**src/line_of_sight_ray_walk_top_macros.svh**
```systemverilog
// ============================================================================
// Line-of-sight ray walker: assertion macros
// Shared concurrent assertion forms; expect clk and rst_n in the using scope.
// ============================================================================
`ifndef LINE_OF_SIGHT_RAY_WALK_TOP_MACROS_SVH
`define LINE_OF_SIGHT_RAY_WALK_TOP_MACROS_SVH

// Same-cycle implication, checked out of reset
`define LOS_ASSERT_IMPL(label, ante, cons, msg) \
    label: assert property (@(posedge clk) disable iff (!rst_n) (ante) |-> (cons)) \
        else $error(msg);

// Next-cycle implication, checked out of reset
`define LOS_ASSERT_NEXT(label, ante, cons, msg) \
    label: assert property (@(posedge clk) disable iff (!rst_n) (ante) |=> (cons)) \
        else $error(msg);

`endif

```
**src/los_pkg.sv**
```systemverilog
// ============================================================================
// Line-of-sight ray walker: package
// Shared widths, item types and the job record passed from front to back.
// ============================================================================
`default_nettype none

package los_pkg;

    localparam int COORD_W           = 9;
    localparam int CNT_W             = 10;
    localparam int ERR_W             = 12;
    localparam int GRID_SIDE_DEFAULT = 512;
    localparam int RAY_LIMIT_DEFAULT = 16;
    localparam int QUEUE_DEPTH       = 2;

    localparam logic MODE_WRITE = 1'b0;
    localparam logic MODE_RAY   = 1'b1;

    typedef logic [COORD_W-1:0] coord_t;

    // Input item
    typedef struct packed {
        logic   mode;
        coord_t col_a;
        coord_t row_a;
        coord_t col_b;
        coord_t row_b;
        logic   opaque;
    } in_item_t;

    // Result item
    typedef struct packed {
        coord_t cell_col;
        coord_t cell_row;
        logic   blocked;
        logic   last_cell;
    } out_item_t;

    // Classified job: walk set up in major/minor terms
    typedef struct packed {
        logic   is_ray;
        logic   steep;
        logic   rev;
        logic   ystep_neg;
        coord_t maj_start;
        coord_t min_start;
        coord_t dmaj;
        coord_t dmin;
        coord_t org_col;
        coord_t org_row;
        logic   opaque;
    } job_t;

endpackage

`default_nettype wire

```
**src/los_queue.sv**
```systemverilog
// ============================================================================
// Line-of-sight ray walker: job queue
// Short FIFO of classified jobs between the front end and the walker.
// ============================================================================
`default_nettype none

module los_queue
    import los_pkg::*;
(
    input  wire logic clk,
    input  wire logic rst_n,
    input  wire logic push,
    input  wire job_t push_job,
    output logic      full,
    input  wire logic pop,
    output job_t      head,
    output logic      valid
);

    localparam int QW = (QUEUE_DEPTH > 1) ? $clog2(QUEUE_DEPTH) : 1;
    localparam int FW = $clog2(QUEUE_DEPTH + 1);

    job_t            slot_reg [0:QUEUE_DEPTH-1];
    logic [QW-1:0]   wptr_reg, wptr_next;
    logic [QW-1:0]   rptr_reg, rptr_next;
    logic [FW-1:0]   fill_reg, fill_next;
    logic            do_push, do_pop;

    assign full    = (fill_reg == FW'(QUEUE_DEPTH));
    assign valid   = (fill_reg != '0);
    assign head    = slot_reg[rptr_reg];
    assign do_push = push && !full;
    assign do_pop  = pop && valid;

    // Pointer and fill bookkeeping
    always_comb
    begin
        wptr_next = wptr_reg;
        rptr_next = rptr_reg;
        fill_next = fill_reg;
        if (do_push)
        begin
            wptr_next = (wptr_reg == QW'(QUEUE_DEPTH - 1)) ? '0 : wptr_reg + 1'b1;
        end
        if (do_pop)
        begin
            rptr_next = (rptr_reg == QW'(QUEUE_DEPTH - 1)) ? '0 : rptr_reg + 1'b1;
        end
        if (do_push && !do_pop)
        begin
            fill_next = fill_reg + 1'b1;
        end
        else if (do_pop && !do_push)
        begin
            fill_next = fill_reg - 1'b1;
        end
    end

    always_ff @(posedge clk or negedge rst_n)
    begin
        if (!rst_n)
        begin
            wptr_reg <= '0;
            rptr_reg <= '0;
            fill_reg <= '0;
        end
        else
        begin
            wptr_reg <= wptr_next;
            rptr_reg <= rptr_next;
            fill_reg <= fill_next;
        end
    end

    always_ff @(posedge clk)
    begin
        if (do_push)
        begin
            slot_reg[wptr_reg] <= push_job;
        end
    end

endmodule

`default_nettype wire

```
**config.mk**
```make
export PLATFORM = sky130hd
export DESIGN_NAME = los_queue
export DESIGN_NICKNAME = d
export VERILOG_FILES = /design/src/line_of_sight_ray_walk_top_macros.svh /design/src/los_pkg.sv /design/src/los_queue.sv
export SDC_FILE = /design/constraint.sdc
export NUM_CORES = 1
export LEC_CHECK = 0
export ABC_AREA = 0
export CORE_ASPECT_RATIO = 1.1
export CORE_MARGIN = 10
export CORE_UTILIZATION = 48
export DETAILED_ROUTE_END_ITERATION = 16
export DONT_BUFFER_PORTS = 1
export GPL_TIMING_DRIVEN = 0
export PLACE_DENSITY = 0.61
export SLEW_MARGIN = 10
export SYNTH_ARGS = -nofsm -noshare
export SYNTH_HDL_FRONTEND = slang
export SYNTH_SLANG_ARGS = --single-unit
export TNS_END_PERCENT = 10
```
**constraint.sdc**
```tcl
create_clock -name clk -period 5.9 [get_ports clk]
set_input_delay 0.295 -clock clk [delete_from_list [all_inputs] [get_ports clk]]
set_output_delay 0.295 -clock clk [all_outputs]
set_load 0.1 [all_outputs]
```
# After elaboration in Yosys (flattened, before gate mapping)
# Memories as Yosys holds them, arrays and structs flattened.
# Cells that the tools add are included.
[totals] reg_bits=4 latchBits=0 mem_bits_rw=118 romBits=0 input_bits=63 out_inout_bits=61 elab_cells=24 n_memories=1
[memory_table] memory="slot_reg" depth=2 width=59 rd=1 rd_ports_with_merged_regs=0 write_ports=1 line_no="los_queue.sv:23" text="job_t slot_reg [0:QUEUE_DEPTH-1];"
[classes] n_addsub=4 multipliers=0 n_div=0 order_cmp=0 eq_ne=1 n_shift=0 n_mux=6 n_bitwise=0 n_reduce_logical=9
[ops] op="$logic_and 1x1->1" n=4
[ops] op="$mux 1" n=4
[ops] op="$mux 2" n=2
[ops] op="$reduce_bool 2->1" n=2
[ops] op="$logic_not 1->1" n=3
[ops] op="$add 1x1->1 const B" n=2
[ops] op="$add 2x1->2 const B" n=1
[ops] op="$eq 2x2->1 const B" n=1
[ops] op="$sub 2x1->2 const B" n=1

# Longest topological paths before layout
[logic_depth] word_depth=7 depth_mapped=7 depth_no_buf=7

# Worst setup path before layout
# OpenSTA, ideal clock, no wires.
[synth_timing] path_kind="register -> register" from="reg fill_reg[0]" to="mem slot_reg[0][0] (netlist bit), enable pin" setup_time_ns=0.476 arrival_ns=3.093 required_time_ns=5.424 slack_ns=2.331 path_stages_with_launch=4 path_buffers=0 synth_period_minus_slack_ns=3.569 cell_sequence="dfrtp_1 -> nand2b_1 -> nand2_1 -> nor2_1"
[synth_via] elab_chain_len=5
[synth_rtl] element="from (decl)" line_no="los_queue.sv:26" text="logic [FW-1:0] fill_reg, fill_next;"
[synth_rtl] element="from (signal assigned)" line_no="los_queue.sv:71" text="fill_reg <= fill_next;"
[synth_rtl] element="$eq 2x2->1" line_no="los_queue.sv:29" text="assign full = (fill_reg == FW'(QUEUE_DEPTH));"
[synth_rtl] element="$logic_not 1->1" line_no="los_queue.sv:32" text="assign do_push = push && !full;"
[synth_rtl] element="$logic_and 1x1->1" line_no="los_queue.sv:32"
[synth_rtl] element="$mux 1" line_no="los_queue.sv:77" text="if (do_push)"
[synth_rtl] element="$mux 1 (not written as such)" line_no="los_queue.sv:79" text="slot_reg[wptr_reg] <= push_job;"
[synth_rtl] element="to (decl)" line_no="los_queue.sv:23"
# No other way between the ends.

# Worst setup path in the final report
[layout_timing] from="reg fill_reg[0]" to="reg fill_reg[1]"
[layout_via] elab_cells_between_ends=14 cone_classes="2 x add/sub; 1 x eq/ne; 2 x mux; 9 x reduce/logical"
[layout_lines] element="$reduce_bool 2->1 *" line_no="los_queue.sv:30" text="assign valid = (fill_reg != '0);"
[layout_lines] element="net valid" line_no="los_queue.sv:17" text="output logic valid"
[layout_lines] element="$logic_and 1x1->1 *" line_no="los_queue.sv:33" text="assign do_pop = pop && valid;"
[layout_lines] element="$logic_not 1->1" line_no="los_queue.sv:49" text="if (do_push && !do_pop)"
[layout_lines] element="$logic_and 1x1->1" line_no="los_queue.sv:49"
[layout_lines] element="$mux 2 / $reduce_bool 2->1 (equally long branches)"
# Mark *: on every way through the listed nets, which the timed path passes. The rest lies on a longest branch. The select of a mux whose other input is x is not followed.
# A chain may end at the register's enable or synchronous reset.

==> metrics.txt <==
core footprint=9790 um^2; # IOs=124; Die ar.=14300 um^2; first-pass GRT wire length=13.4 mm; syn avg cell area=23.5 um^2; Synth Cell Area=4760 um^2; Final TNS setup=0 ns; clock tree sinks=122; area growth from synthesis to layout=28.6%; CTS Buf Count=17; routability cong.=0.705; Worst-Margin Slew=1.02 ns; number of synthesized flops with an enable pin=118; status=finished, final reports clean; top post-synthesis cells by area=edfxtp_1, mux2_4, buf_12, dfrtp_1, xnor2_1; detailed placement HPWL=5.93 mm; row cnt=38; Netlist cell types=15; Final Setup Violations=0; fin crit share=36.1%; initial antenna violation count=0; CP arrival=2.56 ns; WS Path Type=reg -> reg; Synth top area share=74.4%; TritonCTS clock tree=yes; top cells by count, synth=edfxtp_1, mux2_4, buf_12; Crit. End Element=register; Max-slew headroom=32.1%; Vias=2079; buffers from clock root to sink, at most=2; MaxCap Viol Count=0; FF+latch count, synth=122; Final Max Tran Viols=0; ys flop type=edfxtp_1; Die Span Y=124 um; max reg flops=118; DRT Pass-1 Iters=4; setup bufs post-CTS=0; worst min-delay path class=in -> reg; initial DRC count=104; vias in the first global route=2316; GRT Residual Overflow=0; vias per inst=5.00; hold_buf cts=61; Async S/R FF share, synth=3.28%; Final #Nets=349; final wirelength=8.74 mm; pin count of the biggest net entering global routing=34; CP Max Fanout=4; CTS resizes=0; sequential share of the synthesized area=76.5%; critical path required time=6.33 ns; Mapped Cells=203; dominant cell type by area after synthesis=edfxtp_1; Initial Util=48.6%; die width=115 um; Post-DRT Antenna Nets=0; Total GRT Usage=12.3%; Reg clk slew, reported paths=0.05 ns; latest clock arrival within the worst-skew pair=0.51 ns; # diodes=0; Net Count, Synth=267; average wire per standard cell=21.0 um; most frequent cell after synthesis=edfxtp_1; H-tree depth=4; Root Buffer=clkbuf_8; Period minus WS final=2.13 ns; Post-route DRC=0; layout cell share with drive strength beyond 1=32.4%; RSZ-0062 raised after global routing=no; synth warn=0; IO Port Bufs=0; Setup Skew=0.0180 ns; Final Hold Violating Endpoints=0; CP Launch Type=register; Max Clk Rate=469 MHz
-- placed cells by master, fill, tap and decap left out, types with 2 or more instances in the layout --
master and n:
edfxtp_1 118, clkinvlp_4 2, clkbuf_16 16, bufinv_16 3, xnor2_1 3, mux2_4 59, buf_12 8, clkinv_1 2
clkbuf_1 3, inv_1 2, dlygate4sd3_1 61, clkinv_2 3, xor2_1 2, dfrtp_1 4
-- per-stage QoR --
stage	cells	instance area, um^2	util (%)	hold WS (ns)	setup WS (ns)
floorplan	203	4760	-	-0.000591	2.33
global placement	323	4910	50.1	-0.000297	1.31
detailed placement	325	4960	50.6	-0.000259	3.76
CTS	416	6120	62.5	0.0303	3.76
global route	416	6120	62.5	0.0655	3.67
finish	416	6120	62.5	0.0516	3.77
-- path summary, 6_finish.rpt --
check / start / to / slack [ns] / cells past startpoint
worst max-delay path: fill_reg[0]$_DFFE_PN0P_ / fill_reg[1]$_DFFE_PN0P_ / 3.77 / 6
worst min-delay path: push / wptr_reg$_DFFE_PN0N_ / 0.05 / 2
worst max register to register: fill_reg[0]$_DFFE_PN0P_ / fill_reg[1]$_DFFE_PN0P_ / 3.77 / 6
worst min register to register: fill_reg[1]$_DFFE_PN0P_ / fill_reg[1]$_DFFE_PN0P_ / 0.50 / 1
max in group asynchronous: rst_n / wptr_reg$_DFFE_PN0N_ / 5.63 / 1
min in group asynchronous: rst_n / fill_reg[0]$_DFFE_PN0P_ / 0.08 / 1
-- cell type report --
class,count,area (um^2)
Multi-Input combinational cell,72,987
Sequential cell,122,3640
Clock inverter,10,128
Tap cell,120,150
Buffer,7,131
Fill cell,671,3670
Timing Repair Buffer,63,651
Inverter,2,7.51
Clock buffer,20,425
-- worst max-delay path, cell delays in order (launching register included) --
cell and delay, ns:
dfrtp_1 0.40, or2_1 0.80, nand2_2 0.18, ha_1 0.26
xor2_1 0.14, nor2_1 0.11, xor2_1 0.16
-- layer usage --
layer  routed length [um]  track usage (%)
met1                 3420             13.8
met2                 4390             18.9
met3                  883             6.79
met4                   44             4.81
met5                    0                0
-- cells by family (layout without fill, tap and decap cells) --
logic type	Yosys count	after routing	synth area share, %
XOR/XNOR	5	5	0.920
adder cells (fa/ha/maj)	1	1	0.263
buffers and inverters	9	102	2.92
flip-flops	122	122	76.5
multiplexers	59	59	18.6
AND/OR/NAND/NOR	7	7	0.762
Power is left out: the tool's default activity adds up to more than one toggle a clock period on the data nets, which glitch-free logic cannot reach.
