## config.mk

```make
export PLATFORM = sky130hd
export DESIGN_NAME = los_front
export DESIGN_NICKNAME = d
export VERILOG_FILES = /design/src/line_of_sight_ray_walk_top_macros.svh /design/src/los_pkg.sv /design/src/los_front.sv
export SDC_FILE = /design/constraint.sdc
export NUM_CORES = 1
export LEC_CHECK = 0
export ABC_AREA = 1
export BUFFER_PORTS_ARGS = -buffer_cell sky130_fd_sc_hd__buf_2
export CAP_MARGIN = 20
export CORE_MARGIN = 2
export CORE_UTILIZATION = 60
export CTS_CLUSTER_DIAMETER = 200
export DETAILED_ROUTE_END_ITERATION = 10
export PLACE_DENSITY = 0.93
export SLEW_MARGIN = 20
export SYNTH_ARGS = -nofsm -noshare
export SYNTH_HDL_FRONTEND = slang
export SYNTH_SLANG_ARGS = --single-unit
export TNS_END_PERCENT = 50
```

## constraint.sdc

```tcl
create_clock -name clk -period 9.8 [get_ports clk]
set_input_delay 0.49 -clock clk [delete_from_list [all_inputs] [get_ports clk]]
set_output_delay 0.49 -clock clk [all_outputs]
set_load 0.005 [all_outputs]
```

## src/line_of_sight_ray_walk_top_macros.svh

```systemverilog
// ============================================================================
// Line-of-sight ray walker: assertion macros
// Shared concurrent assertion forms; expect clk and rst_n in the using scope.
// ============================================================================
`ifndef LINE_OF_SIGHT_RAY_WALK_TOP_MACROS_SVH
`define LINE_OF_SIGHT_RAY_WALK_TOP_MACROS_SVH

// Same-cycle implication, checked out of reset
`define LOS_ASSERT_IMPL(label, ante, cons, msg) \
    label: assert property (@(posedge clk) disable iff (!rst_n) (ante) |-> (cons)) \
        else $error(msg);

// Next-cycle implication, checked out of reset
`define LOS_ASSERT_NEXT(label, ante, cons, msg) \
    label: assert property (@(posedge clk) disable iff (!rst_n) (ante) |=> (cons)) \
        else $error(msg);

`endif

```

## src/los_pkg.sv

```systemverilog
// ============================================================================
// Line-of-sight ray walker: package
// Shared widths, item types and the job record passed from front to back.
// ============================================================================
`default_nettype none

package los_pkg;

    localparam int COORD_W           = 9;
    localparam int CNT_W             = 10;
    localparam int ERR_W             = 12;
    localparam int GRID_SIDE_DEFAULT = 512;
    localparam int RAY_LIMIT_DEFAULT = 16;
    localparam int QUEUE_DEPTH       = 2;

    localparam logic MODE_WRITE = 1'b0;
    localparam logic MODE_RAY   = 1'b1;

    typedef logic [COORD_W-1:0] coord_t;

    // Input item
    typedef struct packed {
        logic   mode;
        coord_t col_a;
        coord_t row_a;
        coord_t col_b;
        coord_t row_b;
        logic   opaque;
    } in_item_t;

    // Result item
    typedef struct packed {
        coord_t cell_col;
        coord_t cell_row;
        logic   blocked;
        logic   last_cell;
    } out_item_t;

    // Classified job: walk set up in major/minor terms
    typedef struct packed {
        logic   is_ray;
        logic   steep;
        logic   rev;
        logic   ystep_neg;
        coord_t maj_start;
        coord_t min_start;
        coord_t dmaj;
        coord_t dmin;
        coord_t org_col;
        coord_t org_row;
        logic   opaque;
    } job_t;

endpackage

`default_nettype wire

```

## src/los_front.sv

```systemverilog
// ============================================================================
// Line-of-sight ray walker: front end
// Takes command transfers, classifies them and sets up the walk geometry.
// ============================================================================
`default_nettype none

module los_front
    import los_pkg::*;
(
    input  wire logic     clk,
    input  wire logic     rst_n,
    input  wire logic     start,
    output logic          busy,
    input  wire in_item_t item,
    output logic          push,
    output job_t          job,
    input  wire logic     q_full
);

    logic     hold_valid_reg, hold_valid_next;
    in_item_t hold_reg;
    logic     accept;

    coord_t adc, adr;
    logic   steep, rev;
    coord_t maj1, min1, maj2, min2;
    coord_t s_maj, s_min, e_maj, e_min;

    // Handshake: one item held, released into the queue when it has room
    assign push   = hold_valid_reg && !q_full;
    assign busy   = hold_valid_reg && q_full;
    assign accept = start && !busy;

    always_comb
    begin
        hold_valid_next = hold_valid_reg;
        if (accept)
        begin
            hold_valid_next = 1'b1;
        end
        else if (push)
        begin
            hold_valid_next = 1'b0;
        end
    end

    always_ff @(posedge clk or negedge rst_n)
    begin
        if (!rst_n)
        begin
            hold_valid_reg <= 1'b0;
        end
        else
        begin
            hold_valid_reg <= hold_valid_next;
        end
    end

    always_ff @(posedge clk)
    begin
        if (accept)
        begin
            hold_reg <= item;
        end
    end

    // Geometry: pick the major axis, then walk from the low end of it
    always_comb
    begin
        adc   = (hold_reg.col_b > hold_reg.col_a) ? hold_reg.col_b - hold_reg.col_a
                                                  : hold_reg.col_a - hold_reg.col_b;
        adr   = (hold_reg.row_b > hold_reg.row_a) ? hold_reg.row_b - hold_reg.row_a
                                                  : hold_reg.row_a - hold_reg.row_b;
        steep = adr > adc;
        maj1  = steep ? hold_reg.row_a : hold_reg.col_a;
        min1  = steep ? hold_reg.col_a : hold_reg.row_a;
        maj2  = steep ? hold_reg.row_b : hold_reg.col_b;
        min2  = steep ? hold_reg.col_b : hold_reg.row_b;
        rev   = maj1 > maj2;
        s_maj = rev ? maj2 : maj1;
        s_min = rev ? min2 : min1;
        e_maj = rev ? maj1 : maj2;
        e_min = rev ? min1 : min2;

        job.is_ray    = (hold_reg.mode == MODE_RAY);
        job.steep     = steep;
        job.rev       = rev;
        job.ystep_neg = !(s_min < e_min);
        job.maj_start = s_maj;
        job.min_start = s_min;
        job.dmaj      = e_maj - s_maj;
        job.dmin      = (e_min > s_min) ? e_min - s_min : s_min - e_min;
        job.org_col   = hold_reg.col_a;
        job.org_row   = hold_reg.row_a;
        job.opaque    = hold_reg.opaque;
    end

endmodule

`default_nettype wire

```

# After elaboration in Yosys (flattened, before gate mapping)
# Cells that the tools add are included.
# W data, S select, Z words.
[totals] reg_bits=39 latch_bits=0 mem_bits_rw=0 mem_bits_ro=0 in_bits=42 out_inout_bits=61 wordCells=40 memories=0
[classes] n_addsub=7 mul=0 div_mod_pow=0 magnitude_cmp=6 n_eq_ne=0 shift=0 n_mux=13 n_bitwise=0 reduce_logical=7
[ops] cell="$mux W9" count=11
[ops] cell="$sub A9 B9 Y9" count=7
[ops] cell="$gt A9 B9 Y1" count=5
[ops] cell="$lt A9 B9 Y1" count=1
[ops] cell="$logic_and A1 B1 Y1" count=3
[ops] cell="$logic_not A1 Y1" count=3
[ops] cell="$mux W1" count=2
[ops] cell="$reduce_bool A2 Y1" count=1

# Depth between registers and ports, before layout
# Gate-level depths: netlist (run 1).
[depth] depth_word=8 ltp_mapped=52 ltp_nobuf=46

# Least setup slack after synthesis (run 1)
# No wires, ideal clock.
[synth_path] path_kind="reg2out" start="reg hold_reg (netlist bit job[3])" end="out job[20] in the netlist's numbering" arrival_ns=6.235 required_ns=9.310 slack_ns=3.075 path_stages_with_launch=42 path_buffers=9 cell_sequence="edfxtp_1 inv_1 ha_1 buf_4 a21oi_1 o21ai_0 nand2_1 nand2_1 a21oi_1 o21bai_1 nand2_2 inv_2 nand2_1 nand2_1 xor2_1 ha_1 a21o_1 nor2_2 [6 not listed] ha_1 a21o_1 nor2_1 nand3_1 nand2_2 buf_6 buf_2 buf_2 nand2_1 o21ai_1 ha_1 clkbuf_1 a21o_1 a221oi_1 o21ai_0 o21ai_1 buf_4 mux2_2"
[synth_rtl] element="start, declared" line="los_front.sv:21" text="in_item_t hold_reg;"
[synth_rtl] element="start signal, assigned" line="los_front.sv:63" text="hold_reg <= item;"
[synth_rtl] element="end, declared" line="los_front.sv:16" text="output job_t job,"

==> flow_summary.yaml, run 1 <==
outcome:
  status: "finished clean"
synth:
  syn_inst: 775
  avgSynthCellArea_um2: 7.10
  yosys-mux-area-fraction: 0.0100
  seq_area_frac_synth: 0.212
  synth-seq-cells: 39
  synth_xor_area_frac: 0.0494
  syn_nets: 894
  yosys.area_share.simple: 0.244
  synth.area.top_cells: "edfxtp_1 21%, ha_1 16%, nand2_1 13%"
  synth.distinct_cells: 40
  syn_area_mm2: 0.00550
  synth_top_family_by_area: "simple AND/OR/NAND/NOR gates"
  yosysWarnings: 0
  yosys.area.top_type_share: 0.207
  synth-compound-area-share: 0.150
  synthAdderAreaFrac: 0.183
  yosys.area.top_type: "edfxtp_1"
worst_setup_path:
  worst_ep_required_time_ns: 9.31
  startpoint_type: "flip-flop"
  cp-end-kind: "output port"
  cp_data_arrival_time_ns: 8.48
  crit_fanout: 47
  worst-setup-path-type: "flip-flop to output port"
  cp_common_cell: "nand2_1"
  slowest_delay_ns: 0.63
  slowest_stage: "o21ai_1"
global_route:
  track_usage: 0.313
  antenna_found_initial: 0
  grt_pass1_wl_um: 25000
  grt_pass1_vias: 5340
  grt_max_degree: 48
  grt_overflow: 0
cts:
  clock-root-buffer: "clkbuf_8"
  clkSlewWorstSetupHoldPaths_ns: 0.10
  insertion_delay_ns: 0.30
  cts_made_buffers: 5
  cts_tree: "built"
  cts.htree.levels: 2
  clkSinkCount: 39
  clockBufferDepth: 2
cells_and_area:
  drive_gt1_frac: 0.195
  largest_reg_flops: 20
  n_fill_cell: 733
  nets: 961
  syn2layout_area_growth_pct: 8.85
  antenna_cells: 0
detailed_routing:
  drc: 0
  vias: 5515
  first_pass_iters: 6
  drtAntennaViolNets: 0
  wirelength_um: 15300
  via_per_inst: 5.80
  wl_per_cell_um: 16.1
  dr.first_iter.drc_count: 540
die:
  die-area_mm2: 0.00995
  coreArea_mm2: 0.00881
  die_w_um: 99.8
  rows: 34
  start_util: 0.625
  num_io_pins: 103
  die_h_um: 99.8
timing:
  slew_headroom: 0.450
  skew_ns: 0.0156
  period_share: 0.916
  tightestPinTransition_ns: 0.822
  worst_slack_ns: 0.827
  finalHoldViolCount: 0
  finalMaxSlewViolations: 0
  setup_violations: 0
  period_minus_slack_ns: 8.97
  setup-tns-final_ns: 0
  fmax_ghz: 0.111
  rsz0062_at_grt: "false"
min_path:
  hp-class: "input pin to flip-flop"
placed_design:
  preCtsSetupSlack_ns: 1.35
  gp_congestion: 1.07
  port_buffers: 102
  hpwl_um: 12500
flow_run:
  drv_cap: 0
worst max-delay path, delay by kind of cell, from the launching register on:
family	cells	cell delay [ns]
AOI/OAI and AO/OA	5	1.35
DFF	1	0.45
xor gates and xnor gates	1	0.15
adders and majority gates	4	1.57
buffers and inverters	7	0.85
muxes	1	0.41
and+or+nand+nor	24	3.39
layout make-up:
| cell class | count | area, um2 | area share |
|---|---|---|---|
| inverter | 130 | 493 | 0.0823 |
| multi-input combinational | 559 | 3510 | 0.586 |
| timing repair buffer | 107 | 571 | 0.0953 |
| clock inverter | 3 | 43.8 | 0.00731 |
| sequential | 39 | 1170 | 0.195 |
| clock buffer | 5 | 68.8 | 0.0115 |
| tap | 108 | 135 | 0.0226 |
cell usage after synthesis, drive strengths merged:
| library cell | n |
|---|---|
| fa | 6 |
| nand3b | 1 |
| o21bai | 2 |
| ha | 71 |
| a21boi | 2 |
| nand3 | 52 |
| a221oi | 10 |
| dfrtp | 1 |
| o221ai | 6 |
| o21ai | 78 |
| a21oi | 40 |
| buf | 44 |
| nand4 | 8 |
| inv | 129 |
| or2 | 1 |
| and2 | 6 |
| clkbuf | 3 |
| a21o | 6 |
| clkinv | 1 |
| nand2 | 210 |
| edfxtp | 38 |
| mux2i | 1 |
| nor2 | 24 |
| xor2 | 23 |
| mux2 | 4 |
| xnor2 | 8 |
routing by layer:
metal | vias up | global-route usage | part of all wire
li1 | 2645 | - | -
met1 | 2437 | 0.398 | 0.39
met2 | 371 | 0.519 | 0.45
met3 | 62 | 0.0647 | 0.12
met4 | 0 | 0.132 | 0.042
met5 | - | 0 | 0
per-stage QoR:
stage | instances | util | hold slack, ns | area [um2]
6_report | 951 | 0.680 | 0.347 | 5990
5_1_grt | 951 | 0.680 | 0.346 | 5990
4_1_cts | 950 | 0.677 | 0.352 | 5960
3_5_place_dp | 941 | 0.663 | 0.266 | 5840
3_3_place_gp | 941 | 0.663 | 0.265 | 5840
2_1_floorplan | 775 | - | 0.194 | 5500
cell families (layout without fill, tap and decap cells):
family,Yosys count,after routing
flops,39,39
mux,5,5
simple gates,302,302
fa+ha+maj,77,77
xor+xnor,31,31
buf+inv,177,245
compound gates,144,144
cells in the final DEF (no fill, tap or decap), types with 7 or more instances in the layout:
master	netlist	layout
o21ai_1	48	48
inv_1	120	120
xnor2_1	8	8
buf_2	13	102
a221oi_1	10	10
nor2_1	21	20
nand3_2	8	8
a21oi_1	38	38
nand3_1	44	44
nand2_2	16	16
inv_2	9	9
edfxtp_1	38	38
nand4_1	7	7
xor2_1	23	23
o21ai_0	28	28
ha_1	71	71
nand2_1	194	194
timing repair:
action | CTS | global route
buffers inserted | 0 | 0
resized for setup | 0 | 0
endpoints found under the hold margin | 1 | 0
hold buffers | 1 | 0
worst paths after layout:
kind / startpoint / end / slack, ns / cells after the start
max: job[3] / job[27] / 0.83 / 42
min in group asynchronous: rst_n / hold_valid_reg / 0.49 / 2
min reg2reg: hold_valid_reg / hold_valid_reg / 0.52 / 2
max in group asynchronous: rst_n / hold_valid_reg / 9.23 / 2
max reg2reg: hold_valid_reg / hold_reg[16] / 8.25 / 4
min: item[27] / job[9] / 0.35 / 1
Power of run 1 is left out: the tool's default activity adds up to more than one toggle a clock period on the data nets, which glitch-free logic cannot reach.
==> run 2: changes to the inputs <==
- REMOVE_ABC_BUFFERS: not set -> 1
==> run 2 against run 1 <==
  * Worst hold slack better by 0.0075 ns
  * Core utilization about the same
  * Sequential cell count stayed put
  * Critical path depth shrank 7
  * Critical endpoint unchanged
  * Highest routed layer unchanged
==> flow_summary.yaml, run 2 (synthesized netlist as in run 1, its figures left out) <==
die:
  coreArea_mm2: 0.00881
  num_io_pins: 103
  start_util: 0.625
  rows: 34
  die_h_um: 99.8
  die_w_um: 99.8
  die-area_mm2: 0.00995
min_path:
  hp-class: "input pin to flip-flop"
cells_and_area:
  antenna_cells: 0
  multiInputGateArea_mm2: 0.00352
  final_common_cell: "nand2_1"
  nets: 959
  syn2layout_area_growth_pct: 8.82
  final_cell_mix: "194 x nand2_1, 120 x inv_1, 102 x buf_2, 71 x ha_1, 48 x o21ai_1"
  n_fill_cell: 735
  largest_reg_flops: 20
  drive_gt1_frac: 0.193
  seqCellArea_mm2: 0.00117
cts:
  clkSlewWorstSetupHoldPaths_ns: 0.09
  clock-root-buffer: "clkbuf_8"
  cts.htree.levels: 2
  cts_made_buffers: 5
  cts_tree: "built"
  insertion_delay_ns: 0.30
  clkSinkCount: 39
  clockBufferDepth: 2
detailed_routing:
  vias: 5274
  wirelength_um: 14300
  via_per_inst: 5.56
  drtAntennaViolNets: 0
  dr.first_iter.drc_count: 358
  wl_per_cell_um: 15.1
  first_pass_iters: 5
  drc: 0
timing:
  slew_headroom: 0.436
  skew_ns: 0.00408
  finalHoldViolCount: 0
  period_share: 0.905
  fmax_ghz: 0.113
  rsz0062_at_grt: "false"
  finalMaxSlewViolations: 0
  tightestPinTransition_ns: 0.843
  period_minus_slack_ns: 8.86
  setup_violations: 0
  setup-tns-final_ns: 0
worst_setup_path:
  r2r_setup_slack_ns: 8.31
  cp_data_arrival_time_ns: 8.37
  cp-end-kind: "output port"
  worst_ep_required_time_ns: 9.31
  worst-setup-path-type: "flip-flop to output port"
  crit_family: "simple AND/OR/NAND/NOR gates"
  slowest_stage: "nand4_2"
  slowest_delay_ns: 0.50
  cp_common_cell: "nand2_1"
  crit_fanout: 55
  startpoint_type: "flip-flop"
  crit_buf_inv: 3
global_route:
  grt_pass1_vias: 4958
  grt_pass1_wl_um: 23100
  track_usage: 0.290
  grt_overflow: 0
  antenna_found_initial: 0
  grt_max_degree: 56
outcome:
  status: "finished clean"
placed_design:
  hpwl_um: 11800
  gp_congestion: 1.11
  port_buffers: 102
flow_run:
  drv_cap: 0
## run 2: what timing repair did
item | in CTS | in global routing
gates resized for setup | 0 | 2
hold endpoints to repair | 1 | 0
setup endpoints to repair | 0 | 8
hold buffers | 1 | 0
buffers inserted | 0 | 0
## run 2: metal layers
layer  global-route usage  routed length, um
met4                0.107                498
met5                    0                  0
met2                0.486               6490
met3               0.0379               1130
met1                0.382               6210
## run 2: layout make-up
class / count / area share
well taps: 108 / 0.0226
multi-input cells: 559 / 0.589
clock buffers: 5 / 0.0115
flip-flops and latches: 39 / 0.195
repair buffers: 105 / 0.0928
clock inverters: 3 / 0.00731
inverters: 130 / 0.0823
## run 2: final timing paths
kind                                 from             end  cells after the start
max in group asynchronous           rst_n  hold_valid_reg                      2
hold / removal                   item[13]    hold_reg[13]                      1
min in group asynchronous           rst_n  hold_valid_reg                      2
setup reg to reg           hold_valid_reg          job[0]                      4
setup / recovery                   job[3]         job[27]                     35
hold reg to reg            hold_valid_reg  hold_valid_reg                      2
## run 2: metrics by stage
step                worst slack, ns  hold slack, ns  cells  cell area (um2)  utilization
floorplan                      2.42           0.194    728             5160            -
global placement               1.17           0.265    939             5820        0.661
detailed placement             1.07           0.266    939             5820        0.661
CTS                           0.700           0.352    948             5950        0.675
global route                  0.102           0.349    949             5990        0.680
finish                        0.935           0.354    949             5990        0.680
## run 2: worst register-to-register path, delay by kind of cell (launching register included)
kind	cells	cell delay, ns
buffers and inverters	2	0.32
DFF	1	0.39
and+or+nand+nor	2	0.48
Power of run 2 is left out for the same reason.
